File: src/hw/rtl/ofr_pkg.sv
package ofr_pkg;

    localparam int RX_CAPACITY = 128;

    localparam logic [7:0]  SYNC_BYTE  = 8'h55;
    localparam logic [7:0]  CRC_POLY   = 8'h07;
    localparam logic [15:0] SFLOAT_NAN = 16'h07FF;
    localparam logic [16:0] POS_MAX    = 17'h1FFFF;
    localparam logic [16:0] FRAME_OVERHEAD = 17'd8;
    localparam logic [16:0] MIN_FRAME_LEN  = 17'd9;
    localparam logic [15:0] MIN_PAYLOAD    = 16'd12;
    localparam logic [7:0]  SPO2_MAX   = 8'd100;
    localparam logic [15:0] PULSE_LIMIT = 16'd250;

    typedef enum logic [1:0] {
        OP_BYTE      = 2'd0,
        OP_READ_CMD  = 2'd1,
        OP_OTHER_CMD = 2'd2,
        OP_TIMEOUT   = 2'd3
    } op_t;

    typedef enum logic [1:0] {
        STATUS_IGNORED = 2'd0,
        STATUS_FAILED  = 2'd1,
        STATUS_DECODED = 2'd2
    } status_t;

    // decoder state seen at the end of a chunk
    typedef struct packed {
        logic [16:0] pos;
        logic [31:0] header;
        logic        header_ok;
        logic        crc_match;
        logic [48:0] capture;
    } dec_state_t;

    typedef struct packed {
        status_t     status;
        logic [7:0]  spo2_percent;
        logic [15:0] pulse_rate;
        logic [7:0]  battery_level;
        logic [7:0]  battery_status;
        logic [7:0]  perfusion_index;
        logic        lead_flag;
        logic [15:0] spo2_sfloat;
        logic [15:0] pulse_sfloat;
        logic        reading_invalid;
    } result_t;

    function automatic logic [7:0] crc8_update(input logic [7:0] crc, input logic [7:0] b);
        logic [7:0] c;
        c = crc ^ b;
        for (int i = 0; i < 8; i++)
        begin
            if (c[7])
            begin
                c = {c[6:0], 1'b0} ^ CRC_POLY;
            end
            else
            begin
                c = {c[6:0], 1'b0};
            end
        end
        return c;
    endfunction

endpackage

File: src/hw/rtl/ofr_decode.sv
module ofr_decode (
    input  ofr_pkg::dec_state_t dec,
    input  logic                read_pending,
    output ofr_pkg::result_t    result
);

    logic [16:0] frame_len;
    logic        frame_ok;
    logic [7:0]  spo2;
    logic [15:0] pulse;
    logic        reading_valid;

    assign frame_len = {1'b0, dec.header[31:16]} + ofr_pkg::FRAME_OVERHEAD;
    assign frame_ok  = (dec.pos >= ofr_pkg::MIN_FRAME_LEN) && dec.header_ok
                     && (dec.header[31:16] >= ofr_pkg::MIN_PAYLOAD)
                     && (dec.pos >= frame_len) && dec.crc_match;

    assign spo2  = dec.capture[7:0];
    assign pulse = dec.capture[23:8];
    assign reading_valid = (spo2 != 8'd0) && (spo2 <= ofr_pkg::SPO2_MAX)
                         && (pulse != 16'd0) && (pulse < ofr_pkg::PULSE_LIMIT);

    always_comb
    begin
        result                 = '0;
        result.status          = ofr_pkg::STATUS_IGNORED;
        result.spo2_sfloat     = ofr_pkg::SFLOAT_NAN;
        result.pulse_sfloat    = ofr_pkg::SFLOAT_NAN;
        result.reading_invalid = 1'b1;
        if (read_pending)
        begin
            if (!frame_ok)
            begin
                result.status = ofr_pkg::STATUS_FAILED;
            end
            else
            begin
                result.status          = ofr_pkg::STATUS_DECODED;
                result.spo2_percent    = spo2;
                result.pulse_rate      = pulse;
                result.battery_level   = dec.capture[31:24];
                result.battery_status  = dec.capture[39:32];
                result.perfusion_index = dec.capture[47:40];
                result.lead_flag       = dec.capture[48];
                if (reading_valid)
                begin
                    result.spo2_sfloat     = {8'd0, spo2};
                    result.pulse_sfloat    = pulse;
                    result.reading_invalid = 1'b0;
                end
            end
        end
    end

endmodule

File: src/hw/rtl/oximeter_frame_receiver.sv
// Pulse-oximeter notification frame receiver.
// Input stream: one item per received byte or event. s_axis_tuser[1:0] is the
// operation (byte, read command sent, other command sent, response timeout),
// s_axis_tuser[2] marks the first byte of a notification chunk, s_axis_tlast
// the last one, and s_axis_tdata carries the byte.
// Output stream: at most one item per chunk end, only when a frame is complete
// or the chunk stands alone. m_axis_tuser is the status (ignored, failed,
// decoded), m_axis_tdata the reading fields.
// One input item per cycle is taken while the sink accepts results. Each item
// is held in the input register; the running CRC, header and field capture
// update from it at the edge that also loads the output register. A result
// therefore passes the input register and then the output register.
// Frames of up to 128 bytes are assembled across chunks; an assembly that runs
// past 128 bytes is dropped silently with the rest of its chunk.
// When the sink holds m_axis_tready low, the result stays in the output
// register, one more item waits in the input register, and then
// s_axis_tready falls until the result is taken.
// Reset clears all pending commands, the assembly and both valid flags.
module oximeter_frame_receiver (
    input  logic        clk,
    input  logic        rst_n,
    input  logic        s_axis_tvalid,
    output logic        s_axis_tready,
    input  logic [7:0]  s_axis_tdata,   // data_byte
    input  logic [2:0]  s_axis_tuser,   // operation[1:0], chunk_first
    input  logic        s_axis_tlast,
    output logic        m_axis_tvalid,
    input  logic        m_axis_tready,
    // spo2_percent, pulse_rate, battery_level, battery_status, perfusion_index,
    // lead_flag, spo2_sfloat, pulse_sfloat, reading_invalid, zero pad
    output logic [87:0] m_axis_tdata,
    output logic [1:0]  m_axis_tuser    // status
);

    logic                in_valid_reg;
    ofr_pkg::op_t        in_op_reg;
    logic [7:0]          in_byte_reg;
    logic                in_first_reg;
    logic                in_last_reg;

    logic                read_pending_reg, read_pending_next;
    logic                cmd_pending_reg, cmd_pending_next;
    logic [16:0]         frame_want_reg, frame_want_next;
    logic [16:0]         frame_count_reg, frame_count_next;
    logic [2:0]          chunk_count_reg, chunk_count_next;
    logic                lead_sync_reg, lead_sync_next;
    logic                chunk_drop_reg, chunk_drop_next;
    logic [16:0]         pos_reg, pos_next;
    logic [7:0]          crc_reg, crc_next;
    logic [31:0]         header_reg, header_next;
    logic                header_ok_reg, header_ok_next;
    logic                crc_match_reg, crc_match_next;
    logic [48:0]         capture_reg, capture_next;

    logic                out_valid_reg;
    ofr_pkg::result_t    out_result_reg;

    logic                advance;
    logic                emit;
    logic                sync_hit;
    logic                open_chunk;
    logic [16:0]         frame_len;
    ofr_pkg::dec_state_t dec_state;
    ofr_pkg::result_t    dec_result;

    assign advance       = in_valid_reg && (!out_valid_reg || m_axis_tready);
    assign s_axis_tready = !in_valid_reg || advance;
    assign sync_hit      = (in_byte_reg == ofr_pkg::SYNC_BYTE);
    assign open_chunk    = in_first_reg || (chunk_count_reg == 3'd0);

    always_comb
    begin
        read_pending_next = read_pending_reg;
        cmd_pending_next  = cmd_pending_reg;
        frame_want_next   = frame_want_reg;
        frame_count_next  = frame_count_reg;
        chunk_count_next  = chunk_count_reg;
        lead_sync_next    = lead_sync_reg;
        chunk_drop_next   = chunk_drop_reg;
        pos_next          = pos_reg;
        crc_next          = crc_reg;
        header_next       = header_reg;
        header_ok_next    = header_ok_reg;
        crc_match_next    = crc_match_reg;
        capture_next      = capture_reg;
        frame_len         = 17'd0;
        emit              = 1'b0;
        if (advance)
        begin
            case (in_op_reg)
                ofr_pkg::OP_READ_CMD:
                begin
                    read_pending_next = 1'b1;
                    cmd_pending_next  = 1'b1;
                end
                ofr_pkg::OP_OTHER_CMD:
                begin
                    read_pending_next = 1'b0;
                    cmd_pending_next  = 1'b1;
                end
                ofr_pkg::OP_TIMEOUT:
                begin
                    if (cmd_pending_reg)
                    begin
                        read_pending_next = 1'b0;
                        cmd_pending_next  = 1'b0;
                        frame_want_next   = 17'd0;
                        frame_count_next  = 17'd0;
                        chunk_drop_next   = 1'b1;
                    end
                end
                ofr_pkg::OP_BYTE:
                begin
                    if (open_chunk)
                    begin
                        chunk_count_next = 3'd0;
                        chunk_drop_next  = 1'b0;
                        lead_sync_next   = sync_hit;
                        if (sync_hit)
                        begin
                            frame_want_next  = 17'd0;
                            frame_count_next = 17'd0;
                        end
                        if (frame_want_next == 17'd0)
                        begin
                            pos_next       = 17'd0;
                            crc_next       = 8'd0;
                            header_next    = 32'd0;
                            header_ok_next = 1'b0;
                            crc_match_next = 1'b0;
                            capture_next   = 49'd0;
                        end
                    end

                    if (!chunk_drop_next)
                    begin
                        // header capture and checks
                        if (pos_next == 17'd0)
                        begin
                            header_ok_next = sync_hit;
                        end
                        if (pos_next == 17'd1)
                        begin
                            header_next[7:0] = in_byte_reg;
                        end
                        if (pos_next == 17'd2)
                        begin
                            header_next[15:8] = in_byte_reg;
                            if (header_next[7:0] != ~in_byte_reg)
                            begin
                                header_ok_next = 1'b0;
                            end
                        end
                        if (pos_next == 17'd5)
                        begin
                            header_next[23:16] = in_byte_reg;
                        end
                        if (pos_next == 17'd6)
                        begin
                            header_next[31:24] = in_byte_reg;
                        end

                        frame_len = {1'b0, header_next[31:16]} + ofr_pkg::FRAME_OVERHEAD;
                        if (pos_next < 17'd7)
                        begin
                            crc_next = ofr_pkg::crc8_update(crc_next, in_byte_reg);
                        end
                        else
                        begin
                            if (pos_next < frame_len - 17'd1)
                            begin
                                crc_next = ofr_pkg::crc8_update(crc_next, in_byte_reg);
                            end
                            else if (pos_next == frame_len - 17'd1)
                            begin
                                crc_match_next = (crc_next == in_byte_reg);
                            end
                            // payload field capture
                            case (pos_next)
                                17'd7:   capture_next[7:0]   = in_byte_reg;
                                17'd8:   capture_next[15:8]  = in_byte_reg;
                                17'd9:   capture_next[23:16] = in_byte_reg;
                                17'd14:  capture_next[31:24] = in_byte_reg;
                                17'd15:  capture_next[39:32] = in_byte_reg;
                                17'd17:  capture_next[47:40] = in_byte_reg;
                                17'd18:  capture_next[48]    = in_byte_reg[0];
                                default: ;
                            endcase
                        end
                        if (pos_next != ofr_pkg::POS_MAX)
                        begin
                            pos_next = pos_next + 17'd1;
                        end

                        // assembly bookkeeping
                        if (lead_sync_next || (frame_want_next != 17'd0))
                        begin
                            if (frame_count_next != ofr_pkg::POS_MAX)
                            begin
                                frame_count_next = frame_count_next + 17'd1;
                            end
                        end
                        if (lead_sync_next && (chunk_count_next == 3'd6))
                        begin
                            if (frame_len <= 17'(ofr_pkg::RX_CAPACITY))
                            begin
                                frame_want_next = frame_len;
                            end
                        end
                        if ((frame_want_next != 17'd0)
                            && (frame_count_next > 17'(ofr_pkg::RX_CAPACITY)))
                        begin
                            frame_want_next  = 17'd0;
                            frame_count_next = 17'd0;
                            chunk_drop_next  = 1'b1;
                        end
                    end
                    if (chunk_count_next != 3'd7)
                    begin
                        chunk_count_next = chunk_count_next + 3'd1;
                    end

                    if (in_last_reg)
                    begin
                        chunk_count_next = 3'd0;
                        if (!chunk_drop_next
                            && !((frame_want_next != 17'd0)
                                 && (frame_count_next < frame_want_next)))
                        begin
                            emit              = 1'b1;
                            read_pending_next = 1'b0;
                            cmd_pending_next  = 1'b0;
                            frame_want_next   = 17'd0;
                            frame_count_next  = 17'd0;
                        end
                    end
                end
                default: ;
            endcase
        end
    end

    always_comb
    begin
        dec_state.pos       = pos_next;
        dec_state.header    = header_next;
        dec_state.header_ok = header_ok_next;
        dec_state.crc_match = crc_match_next;
        dec_state.capture   = capture_next;
    end

    ofr_decode u_decode (
        .dec          (dec_state),
        .read_pending (read_pending_reg),
        .result       (dec_result)
    );

    always_ff @(posedge clk or negedge rst_n)
    begin
        if (!rst_n)
        begin
            in_valid_reg     <= 1'b0;
            read_pending_reg <= 1'b0;
            cmd_pending_reg  <= 1'b0;
            frame_want_reg   <= 17'd0;
            frame_count_reg  <= 17'd0;
            chunk_count_reg  <= 3'd0;
            lead_sync_reg    <= 1'b0;
            chunk_drop_reg   <= 1'b0;
            pos_reg          <= 17'd0;
            crc_reg          <= 8'd0;
            header_reg       <= 32'd0;
            header_ok_reg    <= 1'b0;
            crc_match_reg    <= 1'b0;
            capture_reg      <= 49'd0;
            out_valid_reg    <= 1'b0;
        end
        else
        begin
            if (s_axis_tvalid && s_axis_tready)
            begin
                in_valid_reg <= 1'b1;
            end
            else if (advance)
            begin
                in_valid_reg <= 1'b0;
            end

            read_pending_reg <= read_pending_next;
            cmd_pending_reg  <= cmd_pending_next;
            frame_want_reg   <= frame_want_next;
            frame_count_reg  <= frame_count_next;
            chunk_count_reg  <= chunk_count_next;
            lead_sync_reg    <= lead_sync_next;
            chunk_drop_reg   <= chunk_drop_next;
            pos_reg          <= pos_next;
            crc_reg          <= crc_next;
            header_reg       <= header_next;
            header_ok_reg    <= header_ok_next;
            crc_match_reg    <= crc_match_next;
            capture_reg      <= capture_next;

            if (advance)
            begin
                out_valid_reg <= emit;
            end
            else if (m_axis_tready)
            begin
                out_valid_reg <= 1'b0;
            end
        end
    end

    always_ff @(posedge clk)
    begin
        if (s_axis_tvalid && s_axis_tready)
        begin
            in_op_reg    <= ofr_pkg::op_t'(s_axis_tuser[1:0]);
            in_first_reg <= s_axis_tuser[2];
            in_byte_reg  <= s_axis_tdata;
            in_last_reg  <= s_axis_tlast;
        end
        if (emit)
        begin
            out_result_reg <= dec_result;
        end
    end

    assign m_axis_tvalid = out_valid_reg;
    assign m_axis_tuser  = out_result_reg.status;
    assign m_axis_tdata  = {6'd0,
                            out_result_reg.reading_invalid,
                            out_result_reg.pulse_sfloat,
                            out_result_reg.spo2_sfloat,
                            out_result_reg.lead_flag,
                            out_result_reg.perfusion_index,
                            out_result_reg.battery_status,
                            out_result_reg.battery_level,
                            out_result_reg.pulse_rate,
                            out_result_reg.spo2_percent};

`ifndef ASSERT_OFF
    // an active assembly never exceeds the receive capacity
    assert property (@(posedge clk) disable iff (!rst_n)
        (frame_want_reg != 17'd0) |-> ((frame_want_reg >= ofr_pkg::FRAME_OVERHEAD)
            && (frame_want_reg <= 17'(ofr_pkg::RX_CAPACITY))
            && (frame_count_reg <= 17'(ofr_pkg::RX_CAPACITY))))
        else $error("assembly beyond receive capacity");

    // a result that is not a decoded reading carries the invalid marks
    assert property (@(posedge clk) disable iff (!rst_n)
        (m_axis_tvalid && (m_axis_tuser != ofr_pkg::STATUS_DECODED))
            |-> (m_axis_tdata[81] && (m_axis_tdata[64:49] == ofr_pkg::SFLOAT_NAN)))
        else $error("failed result without invalid marks");

    // input stalls only while an item is held in the input register
    assert property (@(posedge clk) disable iff (!rst_n)
        !s_axis_tready |-> (in_valid_reg && out_valid_reg && !m_axis_tready))
        else $error("input stalled without a held item");

    // a result is only produced for a byte that closes a chunk
    assert property (@(posedge clk) disable iff (!rst_n)
        emit |-> (in_valid_reg && in_last_reg && (in_op_reg == ofr_pkg::OP_BYTE)))
        else $error("result outside a chunk end");

    // an emitted result clears the pending commands
    assert property (@(posedge clk) disable iff (!rst_n)
        emit |=> (!read_pending_reg && !cmd_pending_reg))
        else $error("pending command kept after result");
`endif

endmodule

File: config.mk
export PLATFORM = sky130hd
export DESIGN_NAME = oximeter_frame_receiver
export DESIGN_NICKNAME = d
export VERILOG_FILES = /design/src/hw/rtl/ofr_pkg.sv /design/src/hw/rtl/ofr_decode.sv /design/src/hw/rtl/oximeter_frame_receiver.sv
export SDC_FILE = /design/constraint.sdc
export NUM_CORES = 1
export LEC_CHECK = 0
export BUFFER_PORTS_ARGS = -buffer_cell sky130_fd_sc_hd__buf_4
export CAP_MARGIN = 20
export CORE_MARGIN = 2
export CORE_UTILIZATION = 55
export DETAILED_ROUTE_END_ITERATION = 10
export PLACE_DENSITY = 0.88
export SYNTH_ARGS = -nofsm -noshare
export SYNTH_HDL_FRONTEND = slang
export SYNTH_SLANG_ARGS = --single-unit
File: constraint.sdc
create_clock -name clk -period 10 [get_ports clk]
set_clock_uncertainty 0.1 [all_clocks]
set_input_delay 2 -clock clk [delete_from_list [all_inputs] [get_ports clk]]
set_output_delay 2 -clock clk [all_outputs]
set_load 0.1 [all_outputs]
==> results.toml, run 1 <==
[status]
outcome = "finished, final reports clean"

[worst_setup_path]
crit_type = "flip-flop to flip-flop"
cp-end-kind = "flip-flop"
start_kind = "flip-flop"
required_ns = 10.28
cp_max_fo = 23
cp.buffers_inverters = 1
reg2reg_depth = 25
critPathMostFrequentCell = "nand2_1"
crit_path_start = "in_byte_reg[5]"
worstPathArrival_ns = 8.61
critPathTopFamily = "compound AO/OA/AOI/OAI gates"
r2r-start = "in_byte_reg[5]"
path_depth = 25
slowest_stage = "a2111oi_1"
cpPeakStageDelay_ns = 0.82

[routing]
first_pass_iters = 9
first_iter_violations = 1587
drt_wl_total_microns = 40000
drc_errors = 0
vias = 12400
wl_per_cell_microns = 21.2
ant_nets = 0
vias_per_cell = 6.55

[timing]
rsz0062_at_grt = "no"
finalCritPeriodShare = 0.833
fmax_mhz = 120
hold_viol = 0
setup_viol = 0
worst_slew_pin_slew_ns = 1.09
tns_ns = 0
slew_viol_final = 0
timing.slew.headroom = 0.269
final.min_clock_period_ns = 8.33
whs_ns = 0.379

[die]
rows = 58
die_x_microns = 163
design.core.area_sq_um = 25000
ioPinCount = 108
die_h_microns = 163
die_area_sq_um = 26700
start_util = 0.558

[power_and_ir_drop]
p_leak_uw = 0.00651
vdd_drop_max_v = 0.000131
power_density_nw_per_um2 = 154

[logic_synthesis]
synth-edff-count = 88
avgSynthCellArea_sq_um = 9.53
yosysWarningCount = 0
ys_ff_latch = 231
yosysMostFrequentCell = "nand2_1"
syn_area_sq_um = 14000
synthTopCellsByArea = "dfrtp_1 (26%), edfxtp_1 (19%), ha_1 (5.5%)"
ys.flop_type = "dfrtp_1"
synth_top_area_share = 0.256
synth-async-reset-ratio = 0.619
synth_commonest_cells = "nand2_1 (166), dfrtp_1 (143), nor2_1 (89)"
ys_types = 89
syn_inst = 1467
yosys.area.top_type = "dfrtp_1"
seq_area_frac_synth = 0.445

[global_routing]
grt_usage = 0.305
grt_max_degree = 80
grt_pass1_vias = 12100
antenna_found_initial = 0
globalRouteOverflowTotal = 0
grt_pass1_wl_microns = 64200

[run]
cap_violations = 0

[cts]
cts-hold-fix-buffers = 0
cts.sinks = 231
cts_root_buffer = "clkbuf_16"
cts_resized = 0
clk_path_buf_depth = 3
post_cts_buffers = 0
ctsHtreeMaxLevel = 1
cts_made_buffers = 25
cts_tree = "done"
clk_pin_slew_worst_paths_ns = 0.07
clock_latency_ns = 0.55

[final_layout]
nets = 1613
largest_reg_flops = 74
diodes = 0
area_growth_pct = 13.2
drive_above_1_share = 0.124

[place]
port_buffers = 96
dp_hpwl_microns = 28400
gp_congestion = 1.01

[worst_hold_path]
hold_path_startpoint = "crc_reg[2]"
holdPathStages = 2
hold_class = "flip-flop to flip-flop"
cell type report:
type	count	area, sq um
clock inverter	17	208
timing repair buffer	116	887
tap	330	413
clock buffer	29	651
inverter	64	240
multi-input combinational	1098	7200
sequential	231	6220
fill	1977	9220
layer usage:
metal	share of wire	track usage	vias up
met3	0.10	0.0630	159
li1	-	-	5578
met4	0.051	0.148	0
met2	0.46	0.500	751
met1	0.38	0.387	5864
met5	0	0	-
where the power goes:
part | internal [uW] | total, uW | switching, uW
Sequential | 1020 | 1080 | 56.2
Clock | 556 | 966 | 410
Combinational | 115 | 395 | 280
logic make-up after synthesis:
kind of cell / after synthesis / synth area share
other: 1 / 0.000268
XOR/XNOR: 66 / 0.0414
flip-flops: 231 / 0.445
adder cells (fa/ha/maj): 62 / 0.0554
buffers and inverters: 153 / 0.0458
AND/OR/NAND/NOR: 557 / 0.206
multiplexers: 22 / 0.0164
AO/OA/AOI/OAI: 375 / 0.190
per-stage QoR:
step	cells	power [uW]	area [sq um]	util	setup WS [ns]
after floorplan	1482	1380	14000	-	0.786
after detailed placement	1838	1480	15000	0.597	1.95
after CTS	1884	2440	15800	0.632	1.92
final	1885	2440	15800	0.632	1.67
after global placement	1838	1470	15000	0.597	2.15
after global routing	1885	2530	15800	0.632	1.11
worst reg2reg max path, cell delays in order (launching register included):
cell,delay (ns)
edfxtp_1,0.75
nor4b_1,0.65
o211ai_1,0.17
buf_4,0.26
and2_1,0.19
ha_1,0.23
and3_1,0.21
and4_1,0.28
nor4_1,0.38
mux2i_1,0.29
nand2_1,0.09
a2111oi_1,0.82
a32oi_1,0.26
nand2_1,0.31
nand2_1,0.24
nor3_1,0.46
a22oi_1,0.18
ha_1,0.33
o21ai_0,0.11
a41oi_1,0.21
a31oi_1,0.12
o21a_1,0.13
maj3_2,0.33
o21a_1,0.20
o211ai_1,0.69
o22ai_1,0.20
worst paths after layout:
kind / to / slack [ns]
worst max-delay path: frame_count_reg[5] / 1.67
worst min-delay path: crc_reg[2] / 0.38
worst max register to register: frame_count_reg[5] / 1.67
min in group asynchronous: pos_reg[6] / 1.35
max in group asynchronous: crc_reg[0] / 7.01
worst min register to register: crc_reg[2] / 0.38
cell usage in the layout (no fill, tap or decap), types with 6 or more instances in the layout:
| cell type | n |
|---|---|
| o21ai_0 | 76 |
| a21o_1 | 17 |
| xnor2_1 | 36 |
| buf_4 | 114 |
| mux2i_1 | 15 |
| o21a_1 | 14 |
| a31oi_1 | 17 |
| nor4_1 | 23 |
| a22oi_1 | 29 |
| nand2b_1 | 10 |
| a32o_1 | 13 |
| o21ai_1 | 13 |
| or4_1 | 10 |
| xor2_1 | 30 |
| o211ai_1 | 10 |
| nor3_1 | 40 |
| ha_1 | 61 |
| a21oi_1 | 50 |
| clkbuf_16 | 25 |
| conb_1 | 16 |
| a22o_1 | 38 |
| or3_1 | 10 |
| a32oi_1 | 6 |
| o31ai_1 | 13 |
| mux2_2 | 7 |
| o22ai_1 | 7 |
| and3_1 | 19 |
| nand4_1 | 42 |
| a21boi_0 | 9 |
| nand3b_1 | 7 |
| nand2_1 | 166 |
| nor2_1 | 88 |
| edfxtp_1 | 88 |
| inv_1 | 64 |
| and2_1 | 23 |
| nand3_1 | 43 |
| dfrtp_1 | 143 |
| nor2b_1 | 43 |
Power figures use the tool's default switching activity.
==> run 2, diff against run 1 <==
--- a/config.mk
+++ b/config.mk
@@ -5,12 +5,13 @@
 export SDC_FILE = /design/constraint.sdc
 export NUM_CORES = 1
 export LEC_CHECK = 0
+export ABC_AREA = 1
 export BUFFER_PORTS_ARGS = -buffer_cell sky130_fd_sc_hd__buf_4
 export CAP_MARGIN = 20
 export CORE_MARGIN = 2
-export CORE_UTILIZATION = 55
+export CORE_UTILIZATION = 62
 export DETAILED_ROUTE_END_ITERATION = 10
-export PLACE_DENSITY = 0.88
+export PLACE_DENSITY = 0.93
 export SYNTH_ARGS = -nofsm -noshare
 export SYNTH_HDL_FRONTEND = slang
 export SYNTH_SLANG_ARGS = --single-unit
==> constraint.sdc (replaced) <==
create_clock -name clk -period 8.4 [get_ports clk]
set_clock_uncertainty 0.1 [all_clocks]
set_input_delay 1.68 -clock clk [delete_from_list [all_inputs] [get_ports clk]]
set_output_delay 1.68 -clock clk [all_outputs]
set_load 0.1 [all_outputs]
==> results.toml, run 2 <==
[final_layout]
nets = 2052
fillers = 1775
final_common_cell = "nand2_1"
drive_above_1_share = 0.116
multi_input_area_sq_um = 7280
regArea_sq_um = 6220
final_cell_mix = "nand2_1 (340), inv_1 (258), nor2_1 (216)"
largest_reg_flops = 74
postLayoutCellArea_sq_um = 16700
area_growth_pct = 12.1
diodes = 0

[power_and_ir_drop]
power_density_nw_per_um2 = 299
p_seq_frac = 0.306
p_sw_uw = 2250
vdd_drop_max_v = 0.000160
p_leak_uw = 0.00745
switching_share = 0.451
p_comb_frac = 0.471
finalPower_uw = 5000
clkPwrFrac = 0.223
p_int_uw = 2750

[global_routing]
antenna_found_initial = 0
grt_pass1_wl_microns = 69700
grt_max_degree = 83
grt_usage = 0.336
globalRouteOverflowTotal = 0
grt_pass1_vias = 13800

[timing]
slew_viol_final = 0
rsz0062_at_grt = "no"
finalCritPeriodShare = 0.937
setup_viol = 0
hold_viol = 0
tns_ns = 0
whs_ns = 0.386
final.min_clock_period_ns = 7.87
layout_setup_ws_ns = 0.527
fmax_mhz = 127
timing.slew.headroom = 0.314
worst_slew_pin_slew_ns = 1.02

[logic_synthesis]
synthTopCellsByArea = "dfrtp_1 (24%), edfxtp_1 (18%), nand2_1 (8.6%)"
synth_top_area_share = 0.240
synth-edff-count = 88
ys_ff_latch = 231
synth-async-reset-ratio = 0.619
yosysMostFrequentCell = "nand2_1"
synth_commonest_cells = "nand2_1 (341), inv_1 (258), nor2_1 (218)"
syn_inst = 1899
syn_area_sq_um = 14900
yosys.area.top_type = "dfrtp_1"
ys.flop_type = "dfrtp_1"
avgSynthCellArea_sq_um = 7.85
ys_types = 63
seq_area_frac_synth = 0.417
yosysWarningCount = 0

[routing]
first_iter_violations = 1489
wl_per_cell_microns = 18.8
ant_nets = 0
wl_met3_microns = 4060
drt_wl_total_microns = 43400
drc_errors = 0
vias = 14200
dr_wl_met2_microns = 20100
wl_met1_microns = 16400
vias_per_cell = 6.14
top_layer_used = "met4"
first_pass_iters = 7

[cts]
clock_latency_ns = 0.54
cts.sinks = 231
cts-hold-fix-buffers = 0
cts_tree = "done"
cts_made_buffers = 24
ctsHtreeMaxLevel = 1
clk_path_buf_depth = 3
cts_root_buffer = "clkbuf_16"
clk_pin_slew_worst_paths_ns = 0.06

[worst_setup_path]
crit_type = "flip-flop to flip-flop"
cpPeakStageDelay_ns = 0.46
cp-end-kind = "flip-flop"
critPathMostFrequentCell = "nand2_1"
slowest_stage = "edfxtp_1"
cp_max_fo = 20
required_ns = 8.55
crit_path_start = "in_byte_reg[1]"
start_kind = "flip-flop"
r2r-start = "in_byte_reg[1]"
worstPathArrival_ns = 8.03

[die]
rows = 56
start_util = 0.633
ioPinCount = 108
die_area_sq_um = 25300
die_x_microns = 159
die_h_microns = 159
design.core.area_sq_um = 23500

[run]
cap_violations = 0

[place]
gp_congestion = 1.01
dp_slack_ns = 0.264
placed_cell_area_sq_um = 15800
port_buffers = 96
dp_hpwl_microns = 30500

[worst_hold_path]
hold_path_startpoint = "crc_reg[6]"
hold_class = "flip-flop to flip-flop"

[status]
outcome = "finished, final reports clean"
run 2: final cells by class:
| type | count | area share |
|---|---|---|
| clock buffers | 31 | 0.0400 |
| inverters | 271 | 0.0609 |
| flip-flops and latches | 231 | 0.372 |
| clock inverters | 11 | 0.00869 |
| repair buffers | 125 | 0.0583 |
| multi-input cells | 1322 | 0.436 |
| well taps | 319 | 0.0239 |
run 2: kinds of logic after synthesis:
kind of cell	after synthesis	synth area share
adders and majority gates	61	0.0512
muxes	3	0.00202
AOI/OAI and AO/OA	337	0.140
DFF	231	0.417
xor gates and xnor gates	71	0.0417
other	1	0.000252
and+or+nand+nor	834	0.248
buffers and inverters	361	0.0999
run 2: power by group through the flow:
stage | logic [uW] | registers (uW) | clock network, uW
floorplan | 1620 | 1640 | 0
global placement | 2180 | 1530 | 0
detailed placement | 2250 | 1540 | 0
CTS | 2290 | 1530 | 1120
global route | 2570 | 1550 | 1160
finish | 2360 | 1530 | 1110
run 2: through the flow:
stage,utilization,std cells
global placement,0.672,2263
global route,0.710,2310
finish,0.710,2310
CTS,0.707,2305
detailed placement,0.672,2263
floorplan,-,1914
run 2: final timing paths:
path | depth (start not counted) | endpoint | slack (ns)
worst max-delay path | 37 | m_axis_tdata[53] | 0.53
worst min-delay path | 2 | crc_reg[6] | 0.39
worst min register to register | 2 | crc_reg[6] | 0.39
min in group asynchronous | 1 | capture_reg[6] | 1.04
worst max register to register | 37 | m_axis_tdata[53] | 0.53
max in group asynchronous | 3 | header_reg[30] | 6.08
run 2: repair_timing:
action,in CTS,in global routing
buffers inserted,0,4
resized for setup,0,2
setup endpoints to repair,0,130
hold endpoints to repair,0,0
run 2: critical path, delay by kind of cell (launching register included):
family | cells | cell delay (ns)
AO/OA/AOI/OAI | 6 | 1.23
XOR/XNOR | 1 | 0.22
adder cells (fa/ha/maj) | 2 | 0.67
buffers and inverters | 5 | 0.91
flip-flops | 1 | 0.46
AND/OR/NAND/NOR | 23 | 3.97
run 2: routing by layer:
metal / global-route usage / vias to the layer above
li1: - / 6474
met1: 0.420 / 6616
met3: 0.0563 / 227
met5: 0 / -
met2: 0.559 / 875
met4: 0.181 / 0
